File: config.mk
export PLATFORM = sky130hd
export DESIGN_NAME = dfv_ram
export DESIGN_NICKNAME = d
export VERILOG_FILES = /design/src/rtl/dfv_ram.sv
export SDC_FILE = /design/constraint.sdc
export NUM_CORES = 1
export LEC_CHECK = 0
export ABC_CLOCK_PERIOD_IN_PS = 2900
export BUFFER_PORTS_ARGS = -buffer_cell sky130_fd_sc_hd__buf_2
export CELL_PAD_IN_SITES_DETAIL_PLACEMENT = 1
export CELL_PAD_IN_SITES_GLOBAL_PLACEMENT = 1
export CORE_ASPECT_RATIO = 0.7
export CORE_MARGIN = 2
export CORE_UTILIZATION = 55
export CTS_CLUSTER_DIAMETER = 50
export DETAILED_ROUTE_END_ITERATION = 6
export HOLD_SLACK_MARGIN = 0.06
export PLACE_DENSITY = 0.9
export SLEW_MARGIN = 40
export SYNTH_ARGS = -nofsm -noshare
export SYNTH_HDL_FRONTEND = slang
export SYNTH_SLANG_ARGS = --single-unit
File: constraint.sdc
create_clock -name clk -period 2.9 [get_ports clk]
set_clock_uncertainty 0.1 [all_clocks]
set_input_delay 0 -clock clk [delete_from_list [all_inputs] [get_ports clk]]
set_output_delay 0 -clock clk [all_outputs]
set_load 0.1 [all_outputs]
File: src/rtl/dfv_ram.sv
// Generic single-write, single-read RAM with registered read data.
// No dependencies.

module dfv_ram #(
	parameter int WIDTH = 8,
	parameter int DEPTH = 16
) (
	input  logic                     clk,
	input  logic                     we,
	input  logic [$clog2(DEPTH)-1:0] waddr,
	input  logic [WIDTH-1:0]         wdata,
	input  logic                     re,
	input  logic [$clog2(DEPTH)-1:0] raddr,
	output logic [WIDTH-1:0]         rdata
);

	logic [WIDTH-1:0] mem_q [DEPTH];

	always_ff @(posedge clk) begin
		if (we) begin
			mem_q[waddr] <= wdata;
		end
		if (re) begin
			rdata <= mem_q[raddr];
		end
	end

endmodule

# After elaboration in Yosys (flattened, before gate mapping)

Memory sizes are Yosys's and may differ from the RTL's. A register that Yosys moved wholly into a read port is not among the register bits.
Index checks and enable logic that the tools add are counted.

Bits in registers: 0
RAM bits: 128
Input bits: 19
Memories: 1

Memory list:

| memory | depth | bits a word | rd ports | clocked after memory_dff | wr ports | RTL line | RTL |
|---|---|---|---|---|---|---|---|
| mem_q  | 16    | 8           | 1        | 1                        | 1        | 17       | `logic [WIDTH-1:0] mem_q [DEPTH];` |

Mux-type cells: 2

Operators by type and width:

| kind    | number |
|---|---|
| $mux W1 | 2 |

# Longest topological paths before layout

Gate-level depths: netlist (run 1).

Word-level depth: 2
Mapped depth: 5
Mapped depth without buffers: 3

# Least setup slack after synthesis (run 1)

Ideal clock, no wire load.

Kind: input -> register
From: input port waddr[2]
To: memory mem_q[0][0], enable pin
Setup time: 383 ps
Arrival: 1110 ps
Slack: 1307 ps
Stages: 2
Buffers on the path: 0
Cells stage by stage: or3b_2 > nor3_1

RTL lines:

| element         | RTL line | RTL |
|---|---|---|
| start, declared | 10       | `input logic [$clog2(DEPTH)-1:0] waddr,` |
| end, declared   | 17       |  |

No word-level cell before the write port.

==> qor.yml, run 1 <==
status: "completed"
gr-usage-all-layers_pct: 23.5
pwr-share-seq_pct: 48.2
switching_power_uw: 987
cts_setup_buffers: 0
synthCells: 229
cts_buffers: 17
ctsRootBufferMaster: "clkbuf_16"
hpwl_microns: 6980
p_int_uw: 3640
setup_viol: 0
cts.path.max_buffers: 2
synth_area_sq_um: 5230
powerDensity_nw_per_um2: 748
post_cts_resize_count: 0
grt_max_degree: 33
nets: 297
peakVddDrop_mv: 0.492
num_vias: 2516
drv_slew: 0
grt_setup_unrepaired: "false"
leakage_uw: 0.00206
n_fill_cell: 739
die_y_microns: 85.6
crit_arrival_ns: 1.73
fin_crit_sh_pct: 58.5
htree_levels: 4
gr-total-overflow: 0
cts.clk_slew.worst_paths_ns: 0.06
cts.sinks: 136
min_period_ns: 1.70
synth_warnings: 0
r2r_setup_slack_ns: 1.20
switching_share_pct: 21.3
grt_first_pass_wirelength_microns: 16500
setup.worst_path.start: "mem_q[1][1]"
r2r-start: "mem_q[1][1]"
io_buffers: 26
grt_pass1_vias: 2726
final_cell_area_sq_um: 6180
ys_seq_elements: 136
io_pins: 27
critPathMaxFanout: 1
crit_end: "rdata[1]"
startpoint_type: "register"
antenna_found_initial: 0
relSlewSlack_pct: 46.9
num_rows: 29
coreArea_sq_um: 9140
cp.required_ns: 2.93
yosysSeqAreaShare_pct: 78.1
timing.rr.end: "rdata[1]"
gp_congestion: 0.775
max_cap_violations: 0
drc: 0
start_util_pct: 57.2
die_area_sq_um: 10300
die_w_microns: 121
hold_viol_final: 0
pwr-share-comb_pct: 6.0
fmax_mhz: 590
clkPwrFrac_pct: 45.8
crit_path_end_kind: "register"
via_per_inst: 6.06
drt_iter0_markers: 258
syn_nets: 248
wl_microns: 11100
antenna_left: 0
dpl_cell_area_sq_um: 5480
drive_gt1_share_pct: 31.3
clk_latency_ns: 0.41
setup_tns_ns: 0
hold_class: "in -> reg"
dr.pass1.iters: 4
critPathKind: "reg -> reg"
wl_per_cell_microns: 26.8
syn2layout_area_growth_pct: 18.3
synth_cell_types: 18
antenna_cells: 0
synth.avg_cell_area_sq_um: 22.8
cts_tree: "done"
tightest_slew_ns: 0.795
rr_worst_depth: 3
==> worst min-delay path by stage <==
stage | start | end | slack [ns] | depth (start not counted)
floorplan | wdata[0] | mem_q[0][0] | -0.001 | 0
global placement | re | rdata[2] | 0.27 | 1
detailed placement | re | rdata[0] | 0.27 | 1
CTS | waddr[0] | mem_q[12][6] | 0.08 | 3
global route | waddr[0] | mem_q[0][6] | 0.11 | 3
finish | waddr[0] | mem_q[4][6] | 0.09 | 3
==> worst max-delay path, cell delays in order (launching register included) <==
cell and delay, ns:
edfxtp_1 0.39, mux4_1 0.53, a22oi_1 0.25, nand2_1 0.16
==> per-layer routing <==
layer / track usage (%) / vias up / wire length, microns
li1: - / 1083 / -
met1: 33.9 / 1310 / 4750
met2: 36.6 / 109 / 5500
met3: 4.26 / 14 / 702
met4: 9.73 / 0 / 158
met5: 0 / - / 0
==> cells in the final DEF, fill, tap and decap left out <==
cell             n
nand2_1          9
nor2_1           1
nand2b_1         2
clkinv_4         3
buf_4            4
mux4_2          18
mux4_1          14
and2b_1          1
nor3_1           4
clkinv_2         5
edfxtp_1       136
nand3b_1         2
dlygate4sd3_1    9
buf_2           26
a22oi_1         16
nand3_1          1
and2_1           1
bufinv_16        3
clkinv_1         3
buf_12           1
or3b_2           1
nor2_2          12
nor2b_1          1
clkbuf_16       17
clkinvlp_4       1
==> what timing repair did <==
action                     4_1_cts  5_1_grt
hold endpoints to repair       136        0
setup endpoints to repair        0        0
hold buffers                     9        0
==> per-stage QoR <==
stage | hold slack (ns) | utilization, % | cells | setup WS [ns] | power, uW
after floorplan | -0.00113 | - | 229 | 1.31 | 2450
after global placement | 0.266 | 59.9 | 374 | 0.943 | 2520
after detailed placement | 0.265 | 60.0 | 374 | 0.926 | 2540
after CTS | 0.0761 | 67.4 | 415 | 1.21 | 4650
after global routing | 0.108 | 67.6 | 415 | 1.20 | 4740
final | 0.0933 | 67.6 | 415 | 1.20 | 4630
==> synth_stat cells, drive strengths merged <==
cell           number  area, sq um
nand3b              2         15.0
and2                1         6.26
and2b               1         7.51
buf                 7         56.3
a22oi              16          120
nand3               1         5.00
nor3                4         20.0
nor2b               1         6.26
nand2               9         33.8
or3b                1         8.76
mux4               32          773
clkdlybuf4s25       3         30.0
nor2               13         48.8
nand2b              2         12.5
edfxtp            136         4080
==> cell type report <==
cell class	instances	area, sq um	share of cell area [%]
clock buffer	17	425	6.88
multi-input combinational	83	1090	17.6
clock inverter	15	160	2.59
sequential	136	4080	66.1
timing repair buffer	40	270	4.37
tap	124	155	2.51
==> power by group through the flow <==
stage	Combinational (uW)	Clock (uW)	Sequential (uW)
2_1_floorplan	112	0	2330
3_3_place_gp	255	0	2270
3_5_place_dp	267	0	2270
4_1_cts	278	2140	2230
5_1_grt	296	2210	2230
6_report	279	2120	2230
==> cells by family (layout without fill, tap and decap cells) <==
| group | Yosys count | in the layout | share of synthesized area, % |
|---|---|---|---|
| flip-flops | 136 | 136 | 78.1 |
| AND/OR/NAND/NOR | 35 | 35 | 3.14 |
| multiplexers | 32 | 32 | 14.8 |
| AO/OA/AOI/OAI | 16 | 16 | 2.30 |
| buffers and inverters | 10 | 72 | 1.65 |
==> sequential cells by signal (all words and copies together) (netlist names) <==
name	count
mem_q	128
rdata	8
No activity file was read; power rests on OpenSTA's default activity.
==> run 2: changes to the inputs <==
ABC_AREA = 1   (was default)
ABC_CLOCK_PERIOD_IN_PS = 1750   (was 2900)
CORE_UTILIZATION = 49   (was 55)
PLACE_DENSITY = 0.89   (was 0.9)
clock period = 1.75 ns   (was 2.9 ns; I/O delays follow)
==> qor.yml, run 2 <==
status: "completed"
grt_pass1_vias: 4283
synth.avg_cell_area_sq_um: 10.6
largest_reg_flops: 128
cts.clk_slew.worst_paths_ns: 0.06
synthArstFlopShare_pct: 0
cts_buffers: 17
hpwl_microns: 9770
hold_class: "in -> reg"
start_util_pct: 50.0
timing.rr.end: "rdata[4]"
gp_congestion: 0.803
cp_slowest_cell: "buf_2"
synth_cell_types: 11
setup_viol: 0
synth_flop_cell: "edfxtp_1"
gr-total-overflow: 0
peakVddDrop_mv: 0.882
fin_crit_sh_pct: 77.9
max_stage_delay_ns: 0.45
setup.worst_path.start: "rdata[3]"
num_vias: 4039
htree_levels: 4
powerDensity_nw_per_um2: 1110
cts.path.max_buffers: 2
gr-usage-all-layers_pct: 25.9
grt_setup_unrepaired: "false"
n_fill_cell: 1262
die_y_microns: 95.4
die_area_sq_um: 12800
relSlewSlack_pct: 53.6
wl_microns: 15300
drc: 0
cts_setup_buffers: 0
yosysSeqAreaShare_pct: 69.8
final_cell_mix: "nand2_1 (173), edfxtp_1 (136), inv_1 (100)"
grt_first_pass_wirelength_microns: 23500
crit_path_end_kind: "primary output"
synth_common_cells: "nand2_1 (173), edfxtp_1 (136), inv_1 (100), nand3_1 (97), nor2_1 (17)"
r2r-start: "mem_q[1][4]"
cp.required_ns: 1.65
via_per_inst: 5.23
dr.pass1.iters: 4
max_cap_violations: 0
crit_arrival_ns: 1.26
startpoint_type: "register"
ys_seq_elements: 136
crit_end: "rdata[3]"
synth_warnings: 0
fmax_mhz: 734
cts_tree: "done"
path_depth: 1
num_rows: 33
die_w_microns: 135
drv_slew: 0
critPathKind: "reg -> out"
yosysMostFrequentCell: "nand2_1"
synth_edf_count: 136
multi_input_area_sq_um: 1210
setup_tns_ns: 0
drt_iter0_markers: 276
antenna_left: 0
netlist.top_cell.by_area: "edfxtp_1"
wl_per_cell_microns: 19.8
worst-path-buf-inv: 1
grt_max_degree: 65
path_cells: "buf_2"
min_period_ns: 1.36
rr_worst_depth: 6
reg.largest.list: "mem_q (128), rdata (8)"
synth_area_leaders: "edfxtp_1 (70%), nand2_1 (11%), nand3_1 (8.3%)"
syn_nets: 570
post_cts_resize_count: 0
nets: 625
critPathMaxFanout: 1
synthCells: 551
coreArea_sq_um: 11700
antenna_cells: 0
ctsRootBufferMaster: "clkbuf_16"
syn2layout_area_growth_pct: 17.2
final_common_cell: "nand2_1"
regArea_sq_um: 4080
clk_latency_ns: 0.42
tightest_slew_ns: 0.694
synth_top_cell_area_share_pct: 69.8
leakage_uw: 0.00296
io_buffers: 26
synth_area_sq_um: 5850
r2r_setup_slack_ns: 0.47
drive_gt1_share_pct: 12.5
cpLargestDelayFamily: "buffers and inverters"
hold_viol_final: 0
antenna_found_initial: 0
regMostFlops: "mem_q"
fin_total_pwr_uw: 7630
cts.sinks: 136
holdBufCountCts: 11
io_pins: 27
run 2: cell types whose count changed after synthesis, moves of 4 or more:
cell / change
a22oi_1: -16
buf_2: +10
inv_1: +100
mux4_1: -14
mux4_2: -18
nand2_1: +164
nand3_1: +96
nor2_1: +4
nor3_1: -4
run 2: cell families after synthesis:
kind of cell / share of synthesized area, %
simple gates: 20.8
flops: 69.8
buf+inv: 9.39
run 2: cell type report:
cell class / instances / area share, %
clock buffers: 18 / 6.26
clock inverters: 10 / 1.59
inverters: 102 / 5.59
multi-input cells: 289 / 17.7
flip-flops and latches: 136 / 59.6
well taps: 157 / 2.87
repair buffers: 60 / 6.39
run 2: report_power, final:
group | leakage (uW) | switching (uW) | total, uW | internal (uW)
Clock | 0.000253 | 1300 | 3350 | 2040
Combinational | 0.00147 | 437 | 586 | 149
Sequential | 0.00124 | 23.8 | 3700 | 3670
Total | 0.00296 | 1760 | 7630 | 5860
run 2: stage by stage:
step	setup slack [ns]	instance area (sq um)	std cells	hold WS (ns)	util, %
after floorplan	0.699	5850	551	-0.00113	-
after global placement	0.376	6200	733	0.271	53.1
after detailed placement	0.325	6200	733	0.278	53.1
after CTS	0.372	6850	772	0.115	58.6
after global routing	0.354	6850	772	0.154	58.6
final	0.387	6850	772	0.129	58.6
run 2: how the worst min path moves through the flow:
stage	end	slack, ns	start	cells past startpoint
detailed placement	rdata[1]	0.28	re	1
global placement	rdata[1]	0.27	re	1
CTS	mem_q[3][0]	0.11	we	4
global route	mem_q[0][6]	0.15	we	4
finish	mem_q[0][6]	0.13	we	4
floorplan	mem_q[0][0]	-0.001	wdata[0]	0
run 2: routing by layer:
layer,vias to the layer above,track usage [%],wire length [microns]
met5,-,0,0
met4,0,10.3,216
met3,17,6.96,1140
met2,128,42.6,7520
met1,2006,33.2,6420
li1,1888,-,-
==> run 3: changes to the inputs <==
ABC_AREA = 0   (was 1)
ABC_CLOCK_PERIOD_IN_PS = 1300   (was 1750)
CORE_UTILIZATION = 53   (was 49)
PLACE_DENSITY = 0.88   (was 0.89)
clock period = 1.3 ns   (was 1.75 ns; I/O delays follow)
==> qor.yml, run 3 (same netlist as run 1, synthesis figures left out) <==
fmax_mhz: 653
fin_ws_ns: -0.231
drc: 0
multi_input_area_sq_um: 1080
critPathKind: "reg -> reg"
grt_pass1_vias: 2890
num_vias: 2562
cp_slowest_cell: "mux4_2"
hold_class: "in -> reg"
r2r-start: "mem_q[0][4]"
grt_setup_unrepaired: "true"
fin_crit_sh_pct: 118
wl_per_cell_microns: 25.3
p_int_uw: 8230
startpoint_type: "register"
max_stage_delay_ns: 0.47
n_fill_cell: 759
max_cap_violations: 0
post-route-util_pct: 66.9
cts_setup_buffers: 0
r2r_setup_slack_ns: -0.23
drv_slew: 0
switching_share_pct: 21.7
die_area_sq_um: 10700
peakVddDrop_mv: 0.988
antenna_found_initial: 0
cts_buffers: 17
hold_viol_final: 0
grt_max_degree: 17
die_w_microns: 123
cts.sinks: 136
clkPwrFrac_pct: 45.9
timing.rr.end: "rdata[4]"
gr-total-overflow: 0
drt_iter0_markers: 357
rr_worst_depth: 3
regMostFlops: "mem_q"
critPathMaxFanout: 1
io_pins: 27
clk_latency_ns: 0.41
gr-usage-all-layers_pct: 23.5
io_buffers: 26
cts.clk_slew.worst_paths_ns: 0.06
crit_path_end_kind: "register"
die_y_microns: 87.1
htree_levels: 4
hpwl_microns: 7200
pwr-share-comb_pct: 6.8
reg.largest.list: "mem_q (128), rdata (8)"
cts_tree: "done"
tightest_slew_ns: 0.843
path_cells: "mux4_2, a22oi_1, nand2_1"
dr.pass1.iters: 4
status: "finished, violations left"
whs_path_depth: 4
holdPathEnd: "mem_q[1][5]"
final_common_cell: "edfxtp_1"
cp.required_ns: 1.35
start_util_pct: 54.2
leakage_uw: 0.00215
drive_gt1_share_pct: 42.2
largest_reg_flops: 128
pwr-share-seq_pct: 47.3
gp_congestion: 0.761
grt_first_pass_wirelength_microns: 16900
setup_viol: 8
coreArea_sq_um: 9650
final_cell_mix: "edfxtp_1 (136), mux4_2 (32), buf_4 (20)"
switching_power_uw: 2290
finalHoldWorstSlack_ns: 0.110
hp-start: "waddr[3]"
powerDensity_nw_per_um2: 1630
syn2layout_area_growth_pct: 23.5
crit_arrival_ns: 1.58
dpl_cell_area_sq_um: 5630
min_period_ns: 1.53
nets: 319
antenna_left: 0
ctsRootBufferMaster: "clkbuf_16"
cts.path.max_buffers: 2
wl_microns: 11100
place_ws_ns: -0.302
violations: "setup timing"
regArea_sq_um: 4080
setup_tns_ns: -1.42
num_rows: 30
relSlewSlack_pct: 43.6
final_cell_area_sq_um: 6460
via_per_inst: 5.81
antenna_cells: 0
-- run 3: cell count changes in the layout (fill, tap and decap cells not counted), sizes merged, moves of 2 or more --
cell,before,now
clkinv,4,8
nand3,97,1
nor3,0,4
inv,102,1
nor2,17,13
nand2,173,9
a22oi,0,16
mux4,0,32
nand2b,0,2
-- run 3: through the flow --
stage,cells,power (uW)
2_1_floorplan,229,5470
3_3_place_gp,397,5670
3_5_place_dp,397,5710
4_1_cts,441,10600
5_1_grt,441,10800
6_report,441,10500
-- run 3: how the worst max path moves through the flow --
stage	startpoint	to	slack, ns	cells past startpoint
2_1_floorplan	mem_q[3][0]	rdata[0]	-0.07	3
3_3_place_gp	raddr[0]	rdata[5]	-0.27	5
3_5_place_dp	raddr[0]	rdata[5]	-0.30	5
4_1_cts	mem_q[3][1]	rdata[1]	-0.20	3
5_1_grt	mem_q[0][4]	rdata[4]	-0.29	3
6_report	mem_q[0][4]	rdata[4]	-0.23	3
-- run 3: what timing repair did --
| action | 4_1_cts | 5_1_grt |
|---|---|---|
| pin swaps | 4 | 1 |
| hold endpoints to repair | 140 | 0 |
| hold buffers | 12 | 0 |
| gates resized for setup | 12 | 16 |
| setup endpoints to repair | 13 | 90 |
-- run 3: final cells by class --
type	instances	share of cell area, %
Sequential cell	136	63.3
Tap cell	128	2.48
Clock buffer	17	6.59
Multi-Input combinational cell	83	16.8
Clock inverter	15	2.77
Timing Repair Buffer	62	8.14
-- run 3: metal layers --
metal  up-vias  GRT usage (%)  routed length, microns
met5         -              0                       0
met1      1347           32.2                    4650
met3        11           6.87                     751
met4         0           8.15                      99
met2        89           36.6                    5650
li1       1115              -                       -
-- run 3: worst max-delay path: cells and delay by family (launching register included) --
family | cells | cell delay [ns]
muxes | 1 | 0.47
and+or+nand+nor | 1 | 0.10
AOI/OAI and AO/OA | 1 | 0.21
DFF | 1 | 0.38
-- run 3: power by group through the flow --
| stage | clock, uW | combinational [uW] | sequential [uW] |
|---|---|---|---|
| after detailed placement | 0 | 646 | 5070 |
| after global routing | 5070 | 758 | 4980 |
| after global placement | 0 | 616 | 5060 |
| after floorplan | 0 | 259 | 5210 |
| after CTS | 4890 | 700 | 4980 |
| final | 4820 | 713 | 4980 |
