$ cat src/rtl/dfv_pkg.sv
// Shared types and constants for the decision forest vote classifier.
// No dependencies; used by dfv_walk and decision_forest_vote_classifier_unit.

package dfv_pkg;

	localparam int MAX_TREES      = 8;
	localparam int NODES_PER_TREE = 256;
	localparam int FEATURE_COUNT  = 1024;
	localparam int MAX_DEPTH      = 128;

	// Derived widths
	localparam int TREE_W  = (MAX_TREES > 1) ? $clog2(MAX_TREES) : 1;
	localparam int TCNT_W  = $clog2(MAX_TREES + 1);
	localparam int SLOT_W  = $clog2(NODES_PER_TREE);
	localparam int NADDR_W = $clog2(MAX_TREES * NODES_PER_TREE);
	localparam int FADDR_W = $clog2(FEATURE_COUNT);
	localparam int STEP_W  = $clog2(MAX_DEPTH + 1);

	// Fixed field widths
	localparam int FVAL_W  = 16;
	localparam int CHILD_W = 8;
	localparam int FIDX_W  = 10;
	localparam int VOTE_W  = 4;
	localparam int CFG_IDX_W = 1;

	// Node kinds
	localparam logic [1:0] KIND_SPLIT = 2'd0;
	localparam logic [1:0] KIND_POS   = 2'd1;
	localparam logic [1:0] KIND_NEG   = 2'd2;

	// Verdict codes
	localparam logic [1:0] VERDICT_POS = 2'd0;
	localparam logic [1:0] VERDICT_NEG = 2'd1;
	localparam logic [1:0] VERDICT_TIE = 2'd2;

	// Configuration register indexes
	localparam logic [CFG_IDX_W-1:0] REG_SPLIT_THRESHOLD = 1'd0;
	localparam logic [CFG_IDX_W-1:0] REG_TREES_IN_USE    = 1'd1;

	localparam logic [VOTE_W-1:0] TREES_RESET = 4'd5;

	typedef struct packed {
		logic [1:0]         kind;
		logic [FIDX_W-1:0]  feature;
		logic [CHILD_W-1:0] left;
		logic [CHILD_W-1:0] right;
	} node_entry_t;

	localparam int NODE_ENTRY_W = $bits(node_entry_t);

	typedef struct packed {
		logic               re;
		logic [NADDR_W-1:0] addr;
	} node_rd_t;

	typedef struct packed {
		logic               re;
		logic [FADDR_W-1:0] addr;
	} feat_rd_t;

	typedef struct packed {
		logic              valid;
		logic [VOTE_W-1:0] pos;
		logic [VOTE_W-1:0] neg;
		logic [1:0]        verdict;
		logic              err;
	} walk_res_t;

	typedef enum logic [1:0] {
		WS_IDLE,
		WS_NODE,
		WS_FEAT,
		WS_DONE
	} walk_state_t;

	function automatic logic [NADDR_W-1:0] node_addr(input logic [TREE_W-1:0] tree,
			input logic [SLOT_W-1:0] slot);
		return NADDR_W'(int'(tree) * NODES_PER_TREE + int'(slot));
	endfunction

endpackage

$ cat src/rtl/dfv_walk.sv
// Tree walk sequencer: steps each tree in use through the node and feature RAMs
// and tallies the votes. Depends on dfv_pkg.

module dfv_walk (
	input  logic                          clk,
	input  logic                          arst_n,
	input  logic                          start,
	input  logic [dfv_pkg::FVAL_W-1:0]    threshold,
	input  logic [dfv_pkg::VOTE_W-1:0]    trees_in_use,
	input  dfv_pkg::node_entry_t          node_rdata,
	input  logic [dfv_pkg::FVAL_W-1:0]    feat_rdata,
	input  logic                          res_take,
	output logic                          busy,
	output dfv_pkg::node_rd_t             node_rd,
	output dfv_pkg::feat_rd_t             feat_rd,
	output dfv_pkg::walk_res_t            res
);

	dfv_pkg::walk_state_t state_q, state_nx;

	logic [dfv_pkg::TCNT_W-1:0] tree_q;
	logic [dfv_pkg::STEP_W-1:0] steps_q;
	logic [dfv_pkg::TCNT_W-1:0] pos_q, neg_q;
	logic                       err_q;
	logic                       feat_zero_q;

	logic [dfv_pkg::TCNT_W-1:0] n_trees;
	logic [dfv_pkg::TCNT_W-1:0] tree_nx;
	logic                       tree_last;
	logic                       is_split;
	logic                       depth_hit;
	logic [dfv_pkg::FVAL_W-1:0] feat_val;
	logic [dfv_pkg::CHILD_W-1:0] child;
	logic                       child_bad;
	logic                       feat_oob;

	always_comb begin
		n_trees = (32'(trees_in_use) > 32'(dfv_pkg::MAX_TREES))
			? dfv_pkg::TCNT_W'(dfv_pkg::MAX_TREES) : dfv_pkg::TCNT_W'(trees_in_use);
		tree_nx   = tree_q + dfv_pkg::TCNT_W'(1);
		tree_last = (tree_nx == n_trees);
		is_split  = (node_rdata.kind == dfv_pkg::KIND_SPLIT);
		depth_hit = (32'(steps_q) >= 32'(dfv_pkg::MAX_DEPTH));
		feat_oob  = (32'(node_rdata.feature) >= 32'(dfv_pkg::FEATURE_COUNT));
		feat_val  = feat_zero_q ? '0 : feat_rdata;
		child     = (feat_val > threshold) ? node_rdata.right : node_rdata.left;
		child_bad = (32'(child) >= 32'(dfv_pkg::NODES_PER_TREE));
	end

	// next state
	always_comb begin
		state_nx = state_q;
		unique case (state_q)
			dfv_pkg::WS_IDLE: begin
				if (start) begin
					state_nx = (n_trees == '0) ? dfv_pkg::WS_DONE : dfv_pkg::WS_NODE;
				end
			end
			dfv_pkg::WS_NODE: begin
				if (!is_split || depth_hit) begin
					state_nx = tree_last ? dfv_pkg::WS_DONE : dfv_pkg::WS_NODE;
				end else begin
					state_nx = dfv_pkg::WS_FEAT;
				end
			end
			dfv_pkg::WS_FEAT: begin
				if (child_bad && tree_last) begin
					state_nx = dfv_pkg::WS_DONE;
				end else begin
					state_nx = dfv_pkg::WS_NODE;
				end
			end
			dfv_pkg::WS_DONE: begin
				if (res_take) begin
					state_nx = dfv_pkg::WS_IDLE;
				end
			end
			default: state_nx = dfv_pkg::WS_IDLE;
		endcase
	end

	// outputs: RAM read requests and result
	always_comb begin
		node_rd = '0;
		feat_rd = '0;
		unique case (state_q)
			dfv_pkg::WS_IDLE: begin
				node_rd.re   = start;
				node_rd.addr = dfv_pkg::node_addr('0, '0);
			end
			dfv_pkg::WS_NODE: begin
				if (!is_split || depth_hit) begin
					node_rd.re   = !tree_last;
					node_rd.addr = dfv_pkg::node_addr(dfv_pkg::TREE_W'(tree_nx), '0);
				end else begin
					feat_rd.re   = !feat_oob;
					feat_rd.addr = dfv_pkg::FADDR_W'(node_rdata.feature);
				end
			end
			dfv_pkg::WS_FEAT: begin
				if (child_bad) begin
					node_rd.re   = !tree_last;
					node_rd.addr = dfv_pkg::node_addr(dfv_pkg::TREE_W'(tree_nx), '0);
				end else begin
					node_rd.re   = 1'b1;
					node_rd.addr = dfv_pkg::node_addr(dfv_pkg::TREE_W'(tree_q),
						dfv_pkg::SLOT_W'(child));
				end
			end
			dfv_pkg::WS_DONE: begin
			end
			default: begin
			end
		endcase

		busy        = (state_q != dfv_pkg::WS_IDLE);
		res.valid   = (state_q == dfv_pkg::WS_DONE);
		res.pos     = dfv_pkg::VOTE_W'(pos_q);
		res.neg     = dfv_pkg::VOTE_W'(neg_q);
		res.err     = err_q;
		if (pos_q > neg_q) begin
			res.verdict = dfv_pkg::VERDICT_POS;
		end else if (neg_q > pos_q) begin
			res.verdict = dfv_pkg::VERDICT_NEG;
		end else begin
			res.verdict = dfv_pkg::VERDICT_TIE;
		end
	end

	always_ff @(posedge clk or negedge arst_n) begin
		if (!arst_n) begin
			state_q     <= dfv_pkg::WS_IDLE;
			tree_q      <= '0;
			steps_q     <= '0;
			pos_q       <= '0;
			neg_q       <= '0;
			err_q       <= 1'b0;
			feat_zero_q <= 1'b0;
		end else begin
			state_q <= state_nx;
			unique case (state_q)
				dfv_pkg::WS_IDLE: begin
					if (start) begin
						tree_q  <= '0;
						steps_q <= '0;
						pos_q   <= '0;
						neg_q   <= '0;
						err_q   <= 1'b0;
					end
				end
				dfv_pkg::WS_NODE: begin
					if (!is_split) begin
						// kind three counts as a negative leaf
						if (node_rdata.kind == dfv_pkg::KIND_POS) begin
							pos_q <= pos_q + dfv_pkg::TCNT_W'(1);
						end else begin
							neg_q <= neg_q + dfv_pkg::TCNT_W'(1);
						end
						tree_q  <= tree_nx;
						steps_q <= '0;
					end else if (depth_hit) begin
						err_q   <= 1'b1;
						tree_q  <= tree_nx;
						steps_q <= '0;
					end else begin
						feat_zero_q <= feat_oob;
					end
				end
				dfv_pkg::WS_FEAT: begin
					if (child_bad) begin
						err_q   <= 1'b1;
						tree_q  <= tree_nx;
						steps_q <= '0;
					end else begin
						steps_q <= steps_q + dfv_pkg::STEP_W'(1);
					end
				end
				dfv_pkg::WS_DONE: begin
				end
				default: begin
				end
			endcase
		end
	end

endmodule

$ cat config.mk
export PLATFORM = sky130hd
export DESIGN_NAME = dfv_walk
export DESIGN_NICKNAME = d
export VERILOG_FILES = /design/src/rtl/dfv_pkg.sv /design/src/rtl/dfv_walk.sv
export SDC_FILE = /design/constraint.sdc
export NUM_CORES = 1
export LEC_CHECK = 0
export BUFFER_PORTS_ARGS = -buffer_cell sky130_fd_sc_hd__buf_2
export CORE_MARGIN = 4
export CORE_UTILIZATION = 35
export DETAILED_ROUTE_END_ITERATION = 7
export REMOVE_ABC_BUFFERS = 1
export SLEW_MARGIN = 20
export SYNTH_ARGS = -nofsm -noshare
export SYNTH_HDL_FRONTEND = slang
export SYNTH_SLANG_ARGS = --single-unit
$ cat constraint.sdc
create_clock -name clk -period 2.3 [get_ports clk]
set_clock_uncertainty 0.1 [all_clocks]
set_input_delay 0.115 -clock clk [delete_from_list [all_inputs] [get_ports clk]]
set_output_delay 0.115 -clock clk [all_outputs]
set_load 0.1 [all_outputs]
# ---- After elaboration in Yosys (flattened, before gate mapping)
# Cells that the tools add are included.
dict set report totals {
  ff_bits 23
  inputBits 68
  out_inout_bits 36
  word_cells 76
}
dict set report op_classes {
  add_sub_neg 5
  n_lt_le_gt_ge 5
  eq_ne 13
  n_mux 32
  reduce_logical 15
}
# operator count
set ops {}
lappend ops {{$pmux W12 S3} 1}
lappend ops {{$mux W4} 8}
lappend ops {{$mux W8} 4}
lappend ops {{$pmux W4 S2} 3}
lappend ops {{$pmux W8 S3} 1}
lappend ops {{$mux W11} 2}
lappend ops {{$gt A16 B16 Y1} 1}
lappend ops {{$mux W2} 7}
lappend ops {{$ne A2 B2 Y1 const B} 7}
lappend ops {{$add A4 B1 Y4 const B} 3}
lappend ops {{$mux W12} 1}
lappend ops {{$reduce_and A4 Y1} 3}
lappend ops {{$add A11 B8 Y11} 1}
lappend ops {{$add A8 B1 Y8 const B} 1}
lappend ops {{$ge A8 B8 Y1 const B} 1}
lappend ops {{$gt A4 B4 Y1} 2}
lappend ops {{$pmux W2 S4} 1}
lappend ops {{$reduce_and A3 Y1} 2}
lappend ops {{$eq A2 B1 Y1 const B} 2}
lappend ops {{$eq A2 B2 Y1 const B} 2}
lappend ops {{$eq A4 B4 Y1} 1}
lappend ops {{$gt A4 B4 Y1 const B} 1}
lappend ops {{$logic_not A2 Y1} 2}
lappend ops {{$logic_not A4 Y1} 1}
lappend ops {{8 further kinds} 12}

# ---- Longest topological paths before layout
# Gate-level depths: netlist (run 1).
dict set report depth {
  word_depth 6
  ltp_mapped 8
  depth_no_buf 8
}

# ---- Worst setup path after synthesis (run 1)
# No wires, ideal clock.
dict set report synth_path {
  path_kind {reg2out}
  start {reg pos_q[1] (netlist name)}
  end {out res[1] (netlist name)}
  arrival_ps 3021
  t_required_ps 2085
  setup_slack_ps -936
  stages_incl_launch_ff 8
  n_path_buf 0
  cell_sequence {dfrtp_1 -> inv_1 -> ha_1 -> nor2b_1 -> o21ai_0 -> nand2b_1 -> a21oi_1 -> nor2b_1}
}
# item line_no
set synth_rtl {}
lappend synth_rtl {{start, declared} dfv_walk.sv:23} ;# logic [dfv_pkg::TCNT_W-1:0] pos_q, neg_q;
lappend synth_rtl {{start signal, assigned} dfv_walk.sv:155} ;# pos_q <= pos_q + dfv_pkg::TCNT_W'(1);
lappend synth_rtl {{end, declared} dfv_walk.sv:16} ;# output dfv_pkg::walk_res_t res

==> results of run 1 <==
-- power by group through the flow --
stage	logic (W)	registers, W	clock network (W)
6_report	0.00301	0.000645	0.000253
4_1_cts	0.00292	0.000641	0.000262
3_5_place_dp	0.00287	0.000656	0
5_1_grt	0.00321	0.000672	0.000279
2_1_floorplan	0.00169	0.000887	0
3_3_place_gp	0.00285	0.000657	0
-- stage by stage --
stage	setup TNS, ns	hold slack [ns]	setup WS (ns)	power (W)	utilization (%)
5_1_grt	-0.0172	0.0833	-0.00749	0.00416	58.2
4_1_cts	0	0.0342	0.0215	0.00382	55.6
3_3_place_gp	0	0.0242	0.0897	0.00351	54.1
2_1_floorplan	-13.07	-0.281	-1.24	0.00258	-
3_5_place_dp	0	0.0275	0.0677	0.00353	54.1
6_report	0	0.0434	0.0974	0.00391	58.2
-- worst paths after layout --
check                           cells past startpoint  slack (ns)             startpoint                     end
worst max register to register                      8        0.23  tree_q[0]$_DFFE_PN0P_  state_q[1]$_DFFE_PN0P_
min in group asynchronous                           2        0.25                 arst_n    pos_q[2]$_DFFE_PN0P_
max in group asynchronous                           2        1.46                 arst_n   tree_q[0]$_DFFE_PN0P_
worst min-delay path                                4        0.04        trees_in_use[2]  state_q[1]$_DFFE_PN0P_
worst min register to register                      1        0.40  tree_q[0]$_DFFE_PN0P_   tree_q[0]$_DFFE_PN0P_
worst max-delay path                                6         0.1  tree_q[0]$_DFFE_PN0P_             node_rd[11]
-- routing by layer --
layer	part of all wire [%]	vias up	global-route usage (%)
li1	-	1087	-
met1	42	971	18.4
met2	50	56	27.5
met3	5.7	10	2.82
met4	2.2	0	4.46
met5	0	-	0
-- timing repair --
item | in CTS | in global routing
resized for setup | 2 | 24
hold buffers | 2 | 0
hold endpoints to repair | 24 | 0
setup endpoints to repair | 1 | 11
setup buffers | 2 | 1
pin swaps | 0 | 1
-- sequential cells by signal (all words and copies together) (netlist names) --
| signal | flops |
|---|---|
| pos_q | 4 |
| state_q | 2 |
| steps_q | 8 |
| tree_q | 4 |
| neg_q | 4 |
| err_q | 1 |
-- cell type report --
cell class,count,share of cell area (%)
Timing Repair Buffer,115,29.6
Multi-Input combinational cell,196,45.7
Clock buffer,4,1.37
Tap cell,72,2.74
Inverter,26,2.97
Sequential cell,23,17.6
-- worst min-delay path: stages --
cell,delay (ns)
buf_2,0.10
nor3_1,0.05
nand3_1,0.07
nand2_1,0.04
-- synth_stat cells, types with 2 or more instances --
library cell and n:
nand2_1 30, inv_1 26, ha_1 25, dfrtp_1 23, nor2_1 23, o21ai_0 17, and3_1 15, a21oi_1 8
mux2i_1 8, xor2_1 8, nand3_1 7, nor2b_1 7, nand2b_1 5, xnor2_1 5, clkbuf_1 4, nand4_1 4
a22o_1 3, buf_2 3, nor3_1 3, nor4b_1 3, a31oi_1 2, and2_1 2, buf_4 2, nand3_2 2
o21a_1 2, o21ai_1 2
-- cell families (layout without fill, tap and decap cells) --
family | after synthesis | in the layout | share of synthesized area (%)
AOI/OAI and AO/OA | 40 | 40 | 13.0
and+or+nand+nor | 109 | 109 | 27.7
adders and majority gates | 25 | 25 | 15.0
DFF | 23 | 23 | 27.6
xor gates and xnor gates | 13 | 13 | 5.47
muxes | 9 | 9 | 4.38
buffers and inverters | 35 | 145 | 6.85
==> impl_results.md, run 1 <==
* First-pass GRT wire length at 9400 µm
* Data required, critical path at 2.09 ns
* Non-Filler Instances at 436
* Endpoints failing setup at 0
* CTS buffer count at 3
* Most common cell after layout, fill and taps aside: buf_2
* Clock sinks at 23
* Global route overflow at 0
* Synth cell types at 41
* Sequential cell fraction of total power at 16.5%
* Maximum clock frequency at 454 MHz
* ANT cells at 0
* Die height at 85.2 µm
* CP top delay family: compound AO/OA/AOI/OAI gates
* Worst setup path category: reg2out
* HPWL after DPL at 4510 µm
* Placed Cells incl. Taps at 427
* Core Region at 5640 µm²
* Area Overhead vs Synth at 57.5%
* Layout cells sized above 1 at 39.3%
* Most frequent cells in the layout: buf_2, nand2_1, inv_1
* Max capacitance violation total at 0
* CP Cell Sequence: ha_1 -> xnor2_2 -> nor4b_1 -> o31a_1 -> a21oi_2 -> buf_12
* GPL Wtd Cong at 0.811
* Post-route ant nets at 0
* I/O pin cnt at 104
* Final Max Tran Viols at 0
* Die width at 85.2 µm
* #FFs+latches synth at 23
* Area leader, netlist: dfrtp_1
* WL per Instance at 12.6 µm
* Worst-Margin Slew at 0.526 ns
* Sw Ratio at 60.6%
* Post-DR vias/cell at 4.87
* Finished layout cell area at 3280 µm²
* Synth top area share at 27.6%
* CP Launch Type: flip-flop
* Combinational share of power at 77.0%
* Final Hold Viols at 0
* CP Capture Type: output pin
* Clk root buf: clkbuf_8
* Yosys warns at 0
* Total GRT Usage at 15.3%
* Synthesized area at 2080 µm²
* IR drop worst, VDD at 0.842 mV
* Initial DRC count at 49
* Sw Pwr at 0.00237 W
* Critical path peak fanout at 4
* Number of synthesized flops with an enable pin at 0
* Area occupied by multi-input gates at 1500 µm²
* Clk buf depth at 2
* Fillers at 507
* Ys async rst share at 100%
* Max stage delay on crit path at 0.44 ns
* Die area at 7250 µm²
* IO buf count at 103
* Clock transition at path regs at 0.08 ns
* Syn Area/Cell at 8.20 µm²
* Worst hold path type: in2reg
* Syn Inst Count at 254
* Status: finished, final reports clean
* Final WL at 5500 µm
* Antenna violations before repair at 0
* CP arrival at 1.99 ns
* Via count at 2124
* # nets final at 458
* Slew margin rel. at 64.9%
* Clock period minus worst slack at 2.20 ns
* Sequential area share after synthesis at 27.6%
* Htree depth at 1
* Top FF cell, synth: dfrtp_1
* Worst path slowest cell: dfrtp_2
* Static Leak at 1.65 nW
* Register area at 578 µm²
* Worst-Skew Late Latency at 0.26 ns
* Largest net degree at the start of global routing at 24
* Largest cells by area after synthesis: dfrtp_1, ha_1, nand2_1, inv_1, and3_1
* Std cell rows at 27
* Clk network pwr share at 6.5%
* DRC violations left at 0
* Worst path buffer plus inverter count at 1
* Power density over the cells at 1190 nW/µm²
* 1st-pass router iterations at 4
* Vias in the first global route at 2170
* Internal power at 0.00154 W
* Starting Density at 36.9%
* CTS tree: done
* DP Area at 3050 µm²
* Crit share post-route at 95.8%
Note: power is estimated with default switching activity, not from simulation.
==> inputs of run 2 (changes only) <==
==> constraint.sdc (replaced) <==
create_clock -name clk -period 2.3 [get_ports clk]
set_clock_uncertainty 0.1 [all_clocks]
set_input_delay 0.345 -clock clk [delete_from_list [all_inputs] [get_ports clk]]
set_output_delay 0.345 -clock clk [all_outputs]
set_load 0.1 [all_outputs]
==> run 2 against run 1 <==
Against the previous run:
- the run now ends with setup timing left
- hold slack better by 0.13 ns
- final area is 12% higher
- sequential share of layout area fell by 2.0 points
- sequential power shrank 3.4%
- worst setup slack got worse by 0.33 ns
- first-iteration DRC count is 120% higher
- cell count increased by 2.3%
- via count is 4.2% higher
- critical path type is now in2out
- largest power group unchanged
- highest routed layer unchanged
==> impl_results.md, run 2 (synthesis results as in run 1) <==
* Status: finished, violations left
* Failing checks: setup timing
* RSZ-0062 raised after global routing: true
* Vias in the first global route at 2291
* Static Leak at 1.74 nW
* R2R depth at 9
* Largest net degree at the start of global routing at 24
* Max stage delay on crit path at 0.31 ns
* Fillers at 443
* Endpoints failing setup at 9
* Die width at 85.2 µm
* Worst-Skew Late Latency at 0.27 ns
* IO buf count at 103
* ANT cells at 0
* 1st-pass router iterations at 4
* Worst path buffer plus inverter count at 4
* DP Area at 3110 µm²
* Die area at 7250 µm²
* CTS buffer count at 3
* CP Cell Sequence: buf_6 -> inv_4 -> ha_4 -> nand4_4 -> nor2_4 -> nand3_4 -> o32ai_4 -> buf_12 -> mux2i_4 -> buf_12
* Global route overflow at 0
* Final Hold Viols at 0
* Max reg flops at 8
* HPWL after DPL at 4580 µm
* Critical path peak fanout at 8
* Area Overhead vs Synth at 77.2%
* Largest reg by FF count: steps_q
* Worst setup path category: in2out
* GPL Wtd Cong at 0.791
* First-pass GRT wire length at 10500 µm
* Final Max Tran Viols at 0
* Most frequent cells in the layout: buf_2, nand2_1, buf_12
* DRC violations left at 0
* Power density over the cells at 1160 nW/µm²
* Final WL at 6540 µm
* Clk root buf: clkbuf_8
* Die height at 85.2 µm
* Clock sinks at 23
* Most common cell after layout, fill and taps aside: buf_2
* Layout cells sized above 1 at 48.7%
* CP Launch Type: primary input
* WL per Instance at 14.7 µm
* Slew margin rel. at 63.8%
* Initial DRC count at 106
* CP most frequent cell: buf_12
* Worst path slowest cell: o32ai_4
* Max capacitance violation total at 0
* Worst hold path type: in2reg
* Data required, critical path at 1.86 ns
* CP Capture Type: output pin
* Std cell rows at 27
* # nets final at 468
* Post-DR vias/cell at 4.96
* Core Region at 5640 µm²
* Setup TNS at -1.97 ns
* CP arrival at 2.09 ns
* Clk buf depth at 2
* Final worst slack at -0.234 ns
* Tot Pwr at 0.00428 W
* Worst hold stages at 2
* Total GRT Usage at 17.7%
* Via count at 2213
* CP top delay family: buffers and inverters
* IR drop worst, VDD at 1.04 mV
* Post-route ant nets at 0
* Clock transition at path regs at 0.08 ns
* I/O pin cnt at 104
* Final Util at 65.4%
* Post-placement setup slack at -0.395 ns
* Finished layout cell area at 3690 µm²
* Worst-Margin Slew at 0.543 ns
* Crit. path cell count at 10
* Crit share post-route at 110%
* Antenna violations before repair at 0
* Maximum clock frequency at 395 MHz
* Clock period minus worst slack at 2.53 ns
* Starting Density at 36.9%
* Htree depth at 1
* CTS tree: done
## run 2: report_power, final
group          switching (W)  total, W  leakage (nW)  internal [W]
clock network       0.000134  0.000258        0.0228      0.000124
logic                0.00224   0.00340          1.41       0.00117
registers           0.000124  0.000623         0.308      0.000499
total                0.00249   0.00428          1.74       0.00179
## run 2: worst paths after layout
path,slack [ns],start,to
max,-0.23,threshold[13],node_rd[3]
min,0.17,res_take,state_q[0]$_DFFE_PN0P_
max reg2reg,0.24,tree_q[1]$_DFFE_PN0P_,state_q[1]$_DFFE_PN0P_
min reg2reg,0.43,err_q$_DFFE_PN0P_,err_q$_DFFE_PN0P_
max in group asynchronous,1.22,arst_n,state_q[0]$_DFFE_PN0P_
min in group asynchronous,0.49,arst_n,pos_q[3]$_DFFE_PN0P_
## run 2: per-layer routing
layer / GRT usage (%) / up-vias / part of all wire (%)
met3: 2.72 / 13 / 3.8
met2: 31.8 / 64 / 53
li1: - / 1113 / -
met5: 0 / - / 0
met1: 21.0 / 1023 / 41
met4: 6.62 / 0 / 2.4
## run 2: area by class of cell
cell class | instances | area, µm² | share of cell area, %
Multi-Input combinational cell | 196 | 1730 | 46.8
Timing Repair Buffer | 125 | 1150 | 31.1
Sequential cell | 23 | 578 | 15.7
Inverter | 26 | 105 | 2.85
Tap cell | 72 | 90.1 | 2.44
Clock buffer | 4 | 45.0 | 1.22
## run 2: per-stage QoR
| step | hold slack, ns | instances |
|---|---|---|
| final | 0.174 | 446 |
| after global routing | 0.212 | 446 |
| after CTS | 0.169 | 442 |
| after detailed placement | 0.262 | 433 |
| after global placement | 0.254 | 433 |
| after floorplan | -0.0506 | 245 |
## run 2: timing repair
item | 4_1_cts | 5_1_grt
hold endpoints to repair | 23 | 0
pin swaps | 22 | 6
hold buffers | 1 | 0
gates resized for setup | 60 | 22
buffers inserted | 4 | 4
endpoints found under the setup margin | 10 | 12
## run 2: worst register-to-register path, delay by kind of cell (launching register included)
kind / cells / cell delay (ns)
xor+xnor: 1 / 0.16
buf+inv: 3 / 0.40
simple gates: 3 / 0.35
compound gates: 2 / 0.51
flops: 1 / 0.44
==> inputs of run 3 (changes only) <==
- ABC_AREA: not set -> 1
==> run 3 against run 2 <==
Against the previous run:
- die area rose by 2.2%
- largest cell class unchanged
- the flow still finishes with violations (setup timing)
- highest routed layer unchanged
- fmax rose by 10%
- non-clock buffer count fell by 14
- combinational power rose by 3%
- clock-buffer cell count did not move
- core utilization fell by 2.2 points
- total power rose by 3.2%
- flip-flop and latch count did not move
- final area rose by 1.5%
==> impl_results.md, run 3 <==
* IO buf count at 103
* Endpoints failing setup at 1
* # nets final at 528
* Final worst slack at -0.00405 ns
* Final Hold Viols at 0
* Die width at 86.1 µm
* Clk root buf: clkbuf_8
* Synth cell types at 31
* Post-DR vias/cell at 4.80
* Largest reg by FF count: steps_q
* Core Region at 5920 µm²
* Worst setup path category: in2out
* First-pass GRT wire length at 9640 µm
* 1st-pass router iterations at 4
* Most frequent cells in the layout: buf_2, inv_1, nand2_1
* CTS buffer count at 3
* Clock period minus worst slack at 2.30 ns
* Total GRT Usage at 15.7%
* Crit share post-route at 100%
* Area leader, netlist: dfrtp_1
* Count leader, synth: inv_1
* Area Overhead vs Synth at 75.5%
* #FFs+latches synth at 23
* Largest cells by area after synthesis: dfrtp_1, ha_1, inv_1, nand2_1, nor2_1
* RSZ-0062 raised after global routing: true
* Max reg flops at 8
* Worst-Skew Late Latency at 0.27 ns
* WL per Instance at 13.4 µm
* Final Max Tran Viols at 0
* Tot Pwr at 0.00442 W
* Std cell rows at 28
* IR drop worst, VDD at 1.46 mV
* Synth top area share at 27.0%
* Final Util at 63.3%
* Vias in the first global route at 2305
* Clock sinks at 23
* Via count at 2450
* Syn Inst Count at 323
* Number of synthesized flops with an enable pin at 0
* Setup TNS at -0.00405 ns
* Die height at 86.1 µm
* GPL Wtd Cong at 0.770
* Ys async rst share at 100%
* Hold WS at 0.223 ns
* Worst hold path type: in2reg
* Maximum clock frequency at 434 MHz
* Failing checks: setup timing
* Clock transition at path regs at 0.08 ns
* Yosys warns at 0
* Status: finished, violations left
* Synthesized area at 2130 µm²
* Starting Density at 36.0%
* Global route overflow at 0
* Data required, critical path at 1.86 ns
* Largest net degree at the start of global routing at 24
* Max capacitance violation total at 0
* Most common cell after layout, fill and taps aside: buf_2
* Final WL at 6820 µm
* Top post-synthesis cells by count: inv_1, nand2_1, nor2_1
* Antenna violations before repair at 1
* I/O pin cnt at 104
* CP Capture Type: output pin
* Power density over the cells at 1180 nW/µm²
* Layout cells sized above 1 at 46.5%
* Syn Area/Cell at 6.60 µm²
* CTS tree: done
* Initial DRC count at 82
* HPWL after DPL at 4800 µm
* Htree depth at 1
* Static Leak at 1.86 nW
* CP Launch Type: primary input
* Critical path peak fanout at 8
* Sequential area share after synthesis at 27.0%
* Clk buf depth at 2
* Die area at 7410 µm²
* Post-route ant nets at 0
* Slew margin rel. at 65.1%
* Worst-Margin Slew at 0.523 ns
* Top FF cell, synth: dfrtp_1
* CP arrival at 1.86 ns
* DRC violations left at 0
==> run 3: changes by cell type in the layout (fill, tap and decap cells not counted), sizes merged, moves of 7 or more <==
cell,delta
inv,+49
nand2,+38
buf,-17
nand3,+16
nor2,+16
and3,-15
a21oi,+11
mux2i,-8
nor2b,-7
==> run 3: path summary, 6_finish.rpt <==
check	slack, ns	cells after the start	endpoint	from
min in group asynchronous	0.48	2	pos_q[3]$_DFFE_PN0P_	arst_n
hold / removal	0.22	3	state_q[0]$_DFFE_PN0P_	res_take
hold reg to reg	0.42	2	err_q$_DFFE_PN0P_	err_q$_DFFE_PN0P_
setup / recovery	-0.004	11	node_rd[7]	threshold[9]
max in group asynchronous	1.24	2	state_q[0]$_DFFE_PN0P_	arst_n
setup reg to reg	0.61	8	steps_q[5]$_DFFE_PN0P_	state_q[0]$_DFFE_PN0P_
==> run 3: final cells by class <==
type                       instances  area [µm²]
timing repair buffer             111        1010
sequential                        23         578
antenna                            1        2.50
clock buffer                       4        45.0
inverter                          76         288
fill                             492        2180
multi-input combinational        220        1730
tap                               75        93.8
==> run 3: report_power, final <==
part           internal, W  switching [W]
registers         0.000512       0.000150
logic              0.00106        0.00244
clock network     0.000124       0.000133
total              0.00170        0.00272
==> run 3: per-layer routing <==
layer / GRT usage [%] / vias to the layer above / share of wire, %
met2: 29.3 / 75 / 55
met3: 3.94 / 10 / 5.7
met1: 18.0 / 1122 / 38
met4: 3.17 / 0 / 1.8
li1: - / 1243 / -
met5: 0 / - / 0
==> run 3: worst max-delay path, cell delays in order <==
cell and delay (ns):
buf_2 0.07, inv_1 0.05, ha_4 0.27, nand4_1 0.14, nor3_4 0.18, nand2_1 0.08, nand2_2 0.13, clkbuf_16 0.20
a21oi_4 0.06, nor2_2 0.14, buf_12 0.19
==> run 3: through the flow <==
step / instance area [µm²] / std cells / setup slack, ns
finish: 3740 / 510 / -0.00405
global route: 3740 / 510 / -0.0498
CTS: 3210 / 505 / 0.00457
detailed placement: 3110 / 500 / -0.0503
global placement: 3110 / 500 / -0.0404
floorplan: 2110 / 319 / -1.33
==> run 3: kinds of logic after synthesis <==
group	share of synthesized area [%]
xor gates and xnor gates	1.64
adders and majority gates	14.7
and+or+nand+nor	30.1
AOI/OAI and AO/OA	12.1
buffers and inverters	14.5
DFF	27.0
==> run 3: repair_timing <==
item,CTS,global route
gates cloned,0,2
hold endpoints to repair,23,0
setup buffers,0,2
gates resized for setup,13,87
endpoints found under the setup margin,10,22
pin swaps,7,38
hold buffers,1,0
